`config.mk`:
```
export PLATFORM = sky130hd
export DESIGN_NAME = datetime_validate_and_pack
export DESIGN_NICKNAME = d
export VERILOG_FILES = /design/src/sv/dtvp_pkg.sv /design/src/sv/dtvp_check.sv /design/src/sv/datetime_validate_and_pack.sv
export VERILOG_INCLUDE_DIRS = /design/src /design/src/sv
export SDC_FILE = /design/constraint.sdc
export NUM_CORES = 1
export LEC_CHECK = 0
export ABC_CLOCK_PERIOD_IN_PS = 10200
export BUFFER_PORTS_ARGS = -buffer_cell sky130_fd_sc_hd__clkbuf_2
export CORE_MARGIN = 1.5
export CORE_UTILIZATION = 48
export CTS_BUF_LIST = sky130_fd_sc_hd__clkbuf_2 sky130_fd_sc_hd__clkbuf_4 sky130_fd_sc_hd__clkbuf_8
export DETAILED_ROUTE_END_ITERATION = 10
export GPL_ROUTABILITY_DRIVEN = 1
export PLACE_DENSITY = 0.73
export SLEW_MARGIN = 20
export SYNTH_ARGS = -nofsm -noshare
export SYNTH_HDL_FRONTEND = slang
export SYNTH_SLANG_ARGS = --single-unit
```
`constraint.sdc`:
```
create_clock -name clk -period 10.2 [get_ports clk]
set_input_delay 2.04 -clock clk [delete_from_list [all_inputs] [get_ports clk]]
set_output_delay 2.04 -clock clk [all_outputs]
set_load 0.005 [all_outputs]
```
`src/sv/assert_macros.svh`:
```
// Assertion macros shared by the RTL; they compile away when SYNTHESIS is defined.
`ifndef ASSERT_MACROS_SVH
`define ASSERT_MACROS_SVH

`ifndef SYNTHESIS

`define ASSERT_CLK(label, clk, rst_n, prop) \
    label: assert property (@(posedge clk) disable iff (!rst_n) (prop)) \
        else $error("assertion failed");

`define ASSERT_NEXT(label, clk, rst_n, cond, expr) \
    label: assert property (@(posedge clk) disable iff (!rst_n) (cond) |=> (expr)) \
        else $error("assertion failed");

`else

`define ASSERT_CLK(label, clk, rst_n, prop)

`define ASSERT_NEXT(label, clk, rst_n, cond, expr)

`endif

`endif

```
`src/sv/dtvp_pkg.sv`:
```
package dtvp_pkg;

    localparam int YEAR_W   = 16;
    localparam int FIELD_W  = 8;
    localparam int MICRO_W  = 32;
    localparam int USEC_W   = 20;

    localparam int IN_DATA_W  = YEAR_W + 5 * FIELD_W + MICRO_W;
    localparam int DATE_W     = 32;
    localparam int DTIME_W    = 64;
    localparam int OUT_DATA_W = DATE_W + DTIME_W;

    localparam logic [YEAR_W-1:0]  YEAR_OFFSET = 16'd1900;
    localparam logic [YEAR_W-1:0]  YEAR_SMALL  = 16'd1000;
    localparam logic [YEAR_W-1:0]  YEAR_MAX    = 16'd9999;
    localparam logic [5:0]         DATE_TAG    = 6'h3E;

    localparam logic [FIELD_W-1:0] MONTH_MAX  = 8'd12;
    localparam logic [FIELD_W-1:0] HOUR_MAX   = 8'd23;
    localparam logic [FIELD_W-1:0] MINUTE_MAX = 8'd59;
    localparam logic [FIELD_W-1:0] SECOND_MAX = 8'd59;

    // A 16-bit year is a multiple of 25 exactly when its product with the
    // inverse of 25 modulo 2^16 is at most floor(65535 / 25). Together with
    // the low bits this settles the century rules for 100 and 400.
    localparam logic [YEAR_W-1:0] INV25       = 16'd23593;
    localparam logic [YEAR_W-1:0] DIV25_LIMIT = 16'((2 ** YEAR_W - 1) / 25);

    localparam logic [3:0] MONTH_FEB = 4'd2;
    localparam logic [3:0] MONTH_APR = 4'd4;
    localparam logic [3:0] MONTH_JUN = 4'd6;
    localparam logic [3:0] MONTH_SEP = 4'd9;
    localparam logic [3:0] MONTH_NOV = 4'd11;

    typedef struct packed {
        logic                from_broken_down;
        logic [YEAR_W-1:0]   year;
        logic [FIELD_W-1:0]  month;
        logic [FIELD_W-1:0]  day;
        logic [FIELD_W-1:0]  hour;
        logic [FIELD_W-1:0]  minute;
        logic [FIELD_W-1:0]  second;
        logic [MICRO_W-1:0]  micro;
    } stamp_t;

    typedef struct packed {
        logic                is_valid;
        logic [DATE_W-1:0]   date_word;
        logic [DTIME_W-1:0]  datetime_word;
    } result_t;

    function automatic logic [4:0] month_days(input logic [3:0] month, input logic leap);
        logic [4:0] days;
        case (month)
            MONTH_FEB:                                  days = leap ? 5'd29 : 5'd28;
            MONTH_APR, MONTH_JUN, MONTH_SEP, MONTH_NOV: days = 5'd30;
            default:                                    days = 5'd31;
        endcase
        return days;
    endfunction

endpackage

```
`src/sv/dtvp_check.sv`:
```
module dtvp_check (
    input  dtvp_pkg::stamp_t  stamp,
    output dtvp_pkg::result_t res
);

    logic [dtvp_pkg::YEAR_W-1:0]   year_adj;
    logic [dtvp_pkg::FIELD_W-1:0]  month_adj;
    logic [dtvp_pkg::YEAR_W-1:0]   inv_prod;
    logic                          div25;
    logic                          leap;
    logic [4:0]                    mdays;
    logic                          zero_date;
    logic                          month_ok;
    logic                          day_ok;
    logic                          time_ok;
    logic                          ok;

    always_comb
    begin
        if (stamp.from_broken_down && stamp.year != '0 && stamp.year < dtvp_pkg::YEAR_SMALL)
        begin
            year_adj = stamp.year + dtvp_pkg::YEAR_OFFSET;
        end
        else
        begin
            year_adj = stamp.year;
        end

        month_adj = stamp.from_broken_down ? stamp.month + 8'd1 : stamp.month;

        inv_prod = year_adj * dtvp_pkg::INV25;
        div25    = inv_prod <= dtvp_pkg::DIV25_LIMIT;
        leap     = (year_adj[1:0] == 2'b00) && (!div25 || year_adj[3:0] == 4'b0000);
        mdays    = dtvp_pkg::month_days(month_adj[3:0], leap);

        zero_date = (year_adj == '0) && (month_adj == '0) && (stamp.day == '0);
        month_ok  = (month_adj != '0) && (month_adj <= dtvp_pkg::MONTH_MAX);
        day_ok    = (stamp.day != '0) && (stamp.day <= {3'b000, mdays});
        time_ok   = (stamp.hour <= dtvp_pkg::HOUR_MAX)
                    && (stamp.minute <= dtvp_pkg::MINUTE_MAX)
                    && (stamp.second <= dtvp_pkg::SECOND_MAX);

        ok = (year_adj <= dtvp_pkg::YEAR_MAX) && (zero_date || (month_ok && day_ok)) && time_ok;

        res.is_valid = ok;
        if (ok)
        begin
            res.date_word = {year_adj, month_adj[3:0], stamp.day[5:0], dtvp_pkg::DATE_TAG};
            res.datetime_word = {year_adj, month_adj[3:0], stamp.day[5:0], stamp.hour[5:0],
                                 stamp.minute[5:0], stamp.second[5:0],
                                 stamp.micro[dtvp_pkg::USEC_W-1:0]};
        end
        else
        begin
            res.date_word     = '0;
            res.datetime_word = '0;
        end
    end

endmodule

```
`src/sv/datetime_validate_and_pack.sv`:
```
// An accepted request is held in the input register, then checked into the result register.
// Throughput: one request per cycle while m_axis_tready is high; the input register and
// the result register each advance whenever the stage after them is empty or being taken.
// Reset clears both valid flags; the payload registers are not reset.
// The block keeps no state from one request to the next.
`include "assert_macros.svh"

module datetime_validate_and_pack (
    input  logic                            clk,
    input  logic                            rst_n,
    input  logic                            s_axis_tvalid,
    output logic                            s_axis_tready,
    // year_in, month_in, day_in, hour_in, minute_in, second_in, micro_in
    input  logic [dtvp_pkg::IN_DATA_W-1:0]  s_axis_tdata,
    // from_broken_down
    input  logic [0:0]                      s_axis_tuser,
    output logic                            m_axis_tvalid,
    input  logic                            m_axis_tready,
    // date_word, datetime_word
    output logic [dtvp_pkg::OUT_DATA_W-1:0] m_axis_tdata,
    // is_valid
    output logic [0:0]                      m_axis_tuser
);

    logic              in_valid_reg;
    logic              in_valid_next;
    dtvp_pkg::stamp_t  in_stamp_reg;
    dtvp_pkg::stamp_t  in_stamp_next;
    logic              out_valid_reg;
    logic              out_valid_next;
    dtvp_pkg::result_t out_res_reg;
    dtvp_pkg::result_t out_res_next;
    dtvp_pkg::stamp_t  s_stamp;
    dtvp_pkg::result_t check_res;
    logic              s_accept;
    logic              advance;

    assign s_stamp = {s_axis_tuser[0], s_axis_tdata[15:0], s_axis_tdata[23:16],
                      s_axis_tdata[31:24], s_axis_tdata[39:32], s_axis_tdata[47:40],
                      s_axis_tdata[55:48], s_axis_tdata[87:56]};

    assign advance       = !out_valid_reg || m_axis_tready;
    assign s_axis_tready = !in_valid_reg || advance;
    assign s_accept      = s_axis_tvalid && s_axis_tready;

    dtvp_check u_check (
        .stamp (in_stamp_reg),
        .res   (check_res)
    );

    always_comb
    begin
        in_valid_next  = in_valid_reg;
        in_stamp_next  = in_stamp_reg;
        out_valid_next = out_valid_reg;
        out_res_next   = out_res_reg;
        if (advance)
        begin
            out_valid_next = in_valid_reg;
            if (in_valid_reg)
            begin
                out_res_next = check_res;
            end
            in_valid_next = 1'b0;
        end
        if (s_accept)
        begin
            in_valid_next = 1'b1;
            in_stamp_next = s_stamp;
        end
    end

    always_ff @(posedge clk or negedge rst_n)
    begin
        if (!rst_n)
        begin
            in_valid_reg  <= 1'b0;
            out_valid_reg <= 1'b0;
        end
        else
        begin
            in_valid_reg  <= in_valid_next;
            out_valid_reg <= out_valid_next;
        end
    end

    always_ff @(posedge clk)
    begin
        in_stamp_reg <= in_stamp_next;
        out_res_reg  <= out_res_next;
    end

    assign m_axis_tvalid = out_valid_reg;
    assign m_axis_tdata  = {out_res_reg.datetime_word, out_res_reg.date_word};
    assign m_axis_tuser  = out_res_reg.is_valid;

    `ASSERT_CLK(a_invalid_zero, clk, rst_n, m_axis_tvalid && !m_axis_tuser[0] |-> m_axis_tdata == '0)
    `ASSERT_NEXT(a_accept_loads, clk, rst_n, s_accept, in_valid_reg)
    `ASSERT_NEXT(a_stall_holds, clk, rst_n, in_valid_reg && !advance, in_valid_reg && out_valid_reg)

endmodule
```
==> flow_metrics.py, run 1 <==
metrics = {
    "run_status": {
        "status": "finished clean",
    },
    "clock_network": {
        "tritoncts": "built",
        "clk-insertion-delay-late_ns": 0.46,
        "cts-resized-gates": 0,
        "cts_hold_buf": 0,
        "path_clk_slew_ns": 0.09,
        "cts.sinks": 144,
        "post_cts_buffers": 0,
        "clockBufferDepth": 2,
        "cts_made_buffers": 17,
        "cts_root_buf": "clkbuf_8",
        "htree_levels": 4,
    },
    "critical_path": {
        "cp_top_family": "adder cells",
        "slowest_delay_ns": 0.55,
        "arrival_ns": 9.17,
        "start_kind": "register",
        "crit_type": "reg -> reg",
        "cp_max_fo": 30,
        "worstSetupEndpointType": "register",
        "critPathSlowestCell": "fa_1",
        "cp.required_ns": 10.37,
        "path_buf_inv": 5,
        "worst_path_most_repeated_cell": "ha_1",
    },
    "die": {
        "start_util_pct": 49.47,
        "die_area_mm2": 0.01727,
        "io_pins": 192,
        "die_h_um": 131.4,
        "row_count": 46,
        "chipWidth_um": 131.4,
        "design.core.area_mm2": 0.01600,
    },
    "timing": {
        "drv_slew": 0,
        "fin_crit_sh_pct": 88.22,
        "clock.fmax_mhz": 111.1,
        "skew_ns": 0.01785,
        "fin_setup_tns_ns": 0,
        "worst_pin_slew_ns": 1.026,
        "rsz0062_at_grt": "no",
        "hold_viol_final": 0,
        "finalSetupViolations": 0,
        "period_needed_ns": 8.998,
        "slew_headroom_pct": 31.57,
    },
    "global_route": {
        "gr-total-overflow": 0,
        "antenna_found_initial": 0,
        "grt_pass1_wl_um": 27830,
        "track_usage_pct": 20.94,
        "grt_pass1_vias": 5343,
        "grt_max_degree": 78,
    },
    "cells_and_area": {
        "fin_area_mm2": 0.009240,
        "drive_gt1_share_pct": 29.49,
        "layout.nets": 956,
        "area_growth_syn_to_layout_pct": 16.74,
        "diodes": 0,
        "largest_register_ff_count": 77,
    },
    "power": {
        "combPwrFrac_pct": 28.5,
        "ir_drop_mv": 0.1143,
        "switching_share_pct": 31.43,
        "seq_power_share_pct": 43.5,
        "power_density_mw_per_mm2": 177.9,
        "internal_power_mw": 1.127,
        "fin_total_pwr_mw": 1.644,
        "power.switching_mw": 0.5165,
        "leakagePower_nw": 4.002,
        "clkPwrFrac_pct": 28.0,
    },
    "run": {
        "drv_cap": 0,
    },
    "synthesis": {
        "yosysTopAreaCell": "edfxtp_1",
        "syn_area_mm2": 0.007915,
        "synth_ff_type": "edfxtp_1",
        "synth_edf_count": 142,
        "synth.area.top_cells": "edfxtp_1 (54%), ha_1 (11%), a211oi_1 (5.1%), inv_1 (5.1%), fa_1 (4.6%)",
        "ys_ff_latch": 144,
        "synth.distinct_cells": 57,
        "yosysSeqAreaShare_pct": 54.51,
        "synth_top_area_share_pct": 53.87,
        "async_flop_share_pct": 1.389,
        "yosys_warnings": 0,
        "syn_inst": 626,
        "avgSynthCellArea_um2": 12.64,
    },
    "placed_design": {
        "portBuffers": 178,
        "gp_congestion": 0.8870,
        "dp_hpwl_um": 12870,
        "placed_cell_area_mm2": 0.008828,
    },
    "detailed_routing": {
        "vias_per_cell": 5.305,
        "avgRoutedWirePerCell_um": 17.26,
        "drc": 0,
        "first_pass_iters": 5,
        "vias": 5337,
        "drtIter0Drc": 317,
        "wirelength_um": 17360,
        "antenna_left": 0,
    },
    "worst_hold_path": {
        "hold_class": "reg -> reg",
    },
}
==> cell usage after synthesis (all sizes together), types with 2 or more instances <==
master   count
and3         2
o22a         2
inv        107
clkbuf      17
mux2i        4
o21a         3
dfrtp        2
a31oi        7
ha          68
edfxtp     142
nand2       18
o21ai        7
o2111ai      3
o221ai       4
nor3b        3
nor2b        2
nor3        10
a21oi        5
nand2b       7
a21boi       2
buf         39
a2111oi      2
a211oi      63
or4          3
nand3b       2
nor4         7
a21o         4
o22ai        2
and2         2
fa          18
nand3        2
xor2         9
nor2        19
xnor2       15
nand4        6
o211ai       3
==> cell usage in the layout, fill, tap and decap left out, types with 6 or more instances in the layout <==
| cell type | instances |
|---|---|
| nand2b_1 | 7 |
| nand2_1 | 18 |
| nor2_1 | 19 |
| clkbuf_8 | 17 |
| ha_1 | 68 |
| clkbuf_2 | 178 |
| fa_1 | 18 |
| a211oi_1 | 54 |
| o21ai_0 | 7 |
| nor3_1 | 10 |
| nand4_1 | 6 |
| nor4_1 | 7 |
| edfxtp_1 | 142 |
| a31oi_1 | 6 |
| xnor2_1 | 15 |
| xor2_1 | 9 |
| a211oi_2 | 9 |
| buf_4 | 6 |
| inv_1 | 107 |
==> cell families after synthesis <==
kind of cell,Yosys count,synth area share (%)
compound gates,115,11.37
fa+ha+maj,86,15.30
buf+inv,163,9.437
mux,4,0.5059
flops,144,54.51
simple gates,88,5.896
other cells,1,0.04738
xor+xnor,25,2.940
==> metal layers <==
layer | vias up | global-route usage, % | part of all wire [%]
met5 | - | 0 | 0
met4 | 0 | 7.901 | 2.3
met3 | 36 | 5.170 | 6.7
met2 | 223 | 33.92 | 49
met1 | 2553 | 27.32 | 42
li1 | 2525 | - | -
==> stage by stage <==
stage | hold WS (ns) | setup WS, ns | cells | utilization [%]
2_1_floorplan | 0.4490 | 2.582 | 630 | -
3_3_place_gp | 0.4628 | 1.393 | 974 | 55.18
3_5_place_dp | 0.4909 | 1.282 | 974 | 55.18
4_1_cts | 0.5089 | 1.182 | 1006 | 57.75
5_1_grt | 0.5183 | 0.5355 | 1006 | 57.75
6_report | 0.5106 | 1.202 | 1006 | 57.75
==> power by group through the flow <==
stage,clock [mW],sequential (mW),combinational (mW)
final,0.461,0.715,0.468
after global routing,0.494,0.719,0.529
after CTS,0.473,0.715,0.469
after detailed placement,0,0.728,0.464
after global placement,0,0.726,0.439
after floorplan,0,0.723,0.343
==> cell type report <==
cell class / count / area, um2
timing repair buffer: 184 / 935.9
clock inverter: 15 / 177.7
multi-input combinational: 323 / 2907
inverter: 107 / 401.6
tap: 216 / 270.3
sequential: 144 / 4314
clock buffer: 17 / 234.0
fill: 1315 / 6760
==> worst register-to-register path, delay by kind of cell, from the launching register on <==
| family | cells | cell delay [ns] |
|---|---|---|
| XOR/XNOR | 1 | 0.47 |
| buffers and inverters | 5 | 1.00 |
| flip-flops | 1 | 0.49 |
| AND/OR/NAND/NOR | 8 | 1.17 |
| AO/OA/AOI/OAI | 6 | 2.11 |
| adder cells (fa/ha/maj) | 9 | 3.48 |
==> worst paths after layout <==
| kind | start | end | slack [ns] | depth (start not counted) |
|---|---|---|---|---|
| max in group asynchronous | rst_n | m_axis_tvalid | 8.74 | 1 |
| max | in_stamp_reg[73] | m_axis_tdata[20] | 1.20 | 29 |
| min in group asynchronous | rst_n | in_valid_reg | 1.36 | 1 |
| max reg2reg | in_stamp_reg[73] | m_axis_tdata[20] | 1.20 | 29 |
| min reg2reg | in_valid_reg | m_axis_tvalid | 0.51 | 1 |
| min | in_valid_reg | m_axis_tvalid | 0.51 | 1 |
No activity file was read; power rests on OpenSTA's default activity.
==> run 2, diff against run 1 <==
- ABC_CLOCK_PERIOD_IN_PS: 10200 -> 9050
- CTS_CLUSTER_DIAMETER: default -> 120
- SKIP_CTS_REPAIR_TIMING: default -> 1
- clock period: 10.2 -> 9.05 ns (I/O delays scaled with it)
==> run 2 against run 1 <==
Effect of this change:
- setup slack got worse by 0.72 ns
- routed wire length fell by 0.44%
- power rose by 11%
- non-clock buffer count rose by 4
- clock power rose by 6.3%
- sequential power rose by 13%
- utilization rose by 0.20 points
- register-to-register slack got worse by 0.72 ns
- via count rose by 0.30%
==> flow_metrics.py, run 2 (synthesis results as in run 1) <==
metrics = {
    "critical_path": {
        "start_kind": "register",
        "r2r-start": "in_stamp_reg[73]",
        "timing.rr.end": "m_axis_tdata[20]",
        "arrival_ns": 8.73,
        "r2r_setup_slack_ns": 0.48,
        "reg2regPathDepth": 29,
        "critPathSlowestCell": "fa_1",
        "worst_path_most_repeated_cell": "ha_1",
        "cp.required_ns": 9.21,
        "cp_max_fo": 61,
        "slowest_delay_ns": 0.55,
        "worstSetupEndpointType": "register",
        "crit_type": "reg -> reg",
    },
    "placed_design": {
        "gp_congestion": 0.8750,
        "portBuffers": 178,
        "place_ws_ns": 0.2180,
        "dp_hpwl_um": 12770,
    },
    "global_route": {
        "grt_pass1_wl_um": 28060,
        "gr-total-overflow": 0,
        "track_usage_pct": 20.85,
        "grt_max_degree": 78,
        "grt_pass1_vias": 5326,
        "antenna_found_initial": 0,
    },
    "timing": {
        "finalSetupViolations": 0,
        "hold_ws_ns": 0.5084,
        "clock.fmax_mhz": 116.7,
        "drv_slew": 0,
        "hold_viol_final": 0,
        "fin_setup_tns_ns": 0,
        "slew_headroom_pct": 31.13,
        "worst_pin_slew_ns": 1.033,
        "rsz0062_at_grt": "no",
        "setup_slack_ns": 0.4835,
        "period_needed_ns": 8.567,
        "fin_crit_sh_pct": 94.66,
        "skew_ns": 0.02249,
    },
    "run": {
        "drv_cap": 0,
    },
    "worst_hold_path": {
        "min_from": "in_valid_reg",
        "worstHoldPathCells": 1,
        "min_to": "m_axis_tvalid",
        "hold_class": "reg -> reg",
    },
    "clock_network": {
        "cts_root_buf": "clkbuf_8",
        "htree_levels": 4,
        "clk-insertion-delay-late_ns": 0.46,
        "path_clk_slew_ns": 0.09,
        "cts_made_buffers": 17,
        "cts.sinks": 144,
        "clockBufferDepth": 2,
        "tritoncts": "built",
    },
    "cells_and_area": {
        "diodes": 0,
        "area_growth_syn_to_layout_pct": 17.14,
        "drive_gt1_share_pct": 29.97,
        "final_cell_mix": "clkbuf_2 (178), edfxtp_1 (142), inv_1 (107)",
        "largest_register_ff_count": 77,
        "final_common_cell": "clkbuf_2",
        "layout.nets": 960,
    },
    "die": {
        "start_util_pct": 49.47,
        "die_h_um": 131.4,
        "io_pins": 192,
        "row_count": 46,
        "die_area_mm2": 0.01727,
        "design.core.area_mm2": 0.01600,
        "chipWidth_um": 131.4,
    },
    "detailed_routing": {
        "drc": 0,
        "wl_met2_um": 8592,
        "antenna_left": 0,
        "met3_wirelength_um": 916,
        "drtIter0Drc": 457,
        "vias_per_cell": 5.300,
        "top_layer": "met4",
        "vias": 5353,
        "avgRoutedWirePerCell_um": 17.11,
        "m1WireLength_um": 7520,
        "wirelength_um": 17280,
        "first_pass_iters": 4,
    },
    "power": {
        "ir_drop_mv": 0.1281,
        "leakagePower_nw": 4.023,
        "power_density_mw_per_mm2": 196.5,
    },
    "run_status": {
        "status": "finished clean",
    },
}
## run 2: changes by cell type in the layout (fill, tap and decap cells not counted)
cell / before / now
buf_4: 6 / 8
clkinv_4: 4 / 3
inv_6: 2 / 3
o2111ai_1: 2 / 1
bufinv_16: 2 / 1
buf_12: 0 / 1
buf_8: 0 / 1
clkinv_2: 0 / 1
o2111ai_2: 0 / 1
## run 2: cell type report
class / instances / area (um2)
multi-input cells: 323 / 2913
flip-flops and latches: 144 / 4314
inverters: 107 / 401.6
clock inverters: 15 / 152.6
well taps: 216 / 270.3
fillers: 1298 / 6729
repair buffers: 188 / 985.9
clock buffers: 17 / 234.0
## run 2: how the worst max path moves through the flow
stage,startpoint,to,depth (start not counted)
after floorplan,in_stamp_reg[77],m_axis_tdata[47],27
after global placement,in_stamp_reg[73],m_axis_tdata[24],29
after detailed placement,in_stamp_reg[73],m_axis_tdata[41],29
after CTS,in_stamp_reg[73],m_axis_tdata[41],29
after global routing,in_stamp_reg[73],m_axis_tdata[41],29
final,in_stamp_reg[73],m_axis_tdata[20],29
## run 2: worst max-delay path: cells and delay by family, from the launching register on
kind | cells | cell delay [ns]
simple gates | 8 | 1.30
fa+ha+maj | 9 | 3.51
flops | 1 | 0.50
xor+xnor | 1 | 0.37
buf+inv | 5 | 0.82
compound gates | 6 | 1.69
## run 2: stage by stage
step	power, mW	cell area (um2)	std cells	util [%]
floorplan	1.201	7930	630	-
global placement	1.316	8871	978	55.44
detailed placement	1.342	8871	978	55.44
CTS	1.841	9258	1010	57.86
global route	1.942	9271	1010	57.94
finish	1.822	9271	1010	57.94
## run 2: layer usage
layer,up-vias,global-route usage (%)
met3,23,4.823
li1,2533,-
met5,-,0
met4,0,6.728
met2,188,34.94
met1,2609,26.86
## run 2: report_power, final
| part | total (mW) | internal [mW] | switching [mW] |
|---|---|---|---|
| combinational | 0.527 | 0.238 | 0.289 |
| clock | 0.490 | 0.225 | 0.265 |
| sequential | 0.805 | 0.781 | 0.0245 |
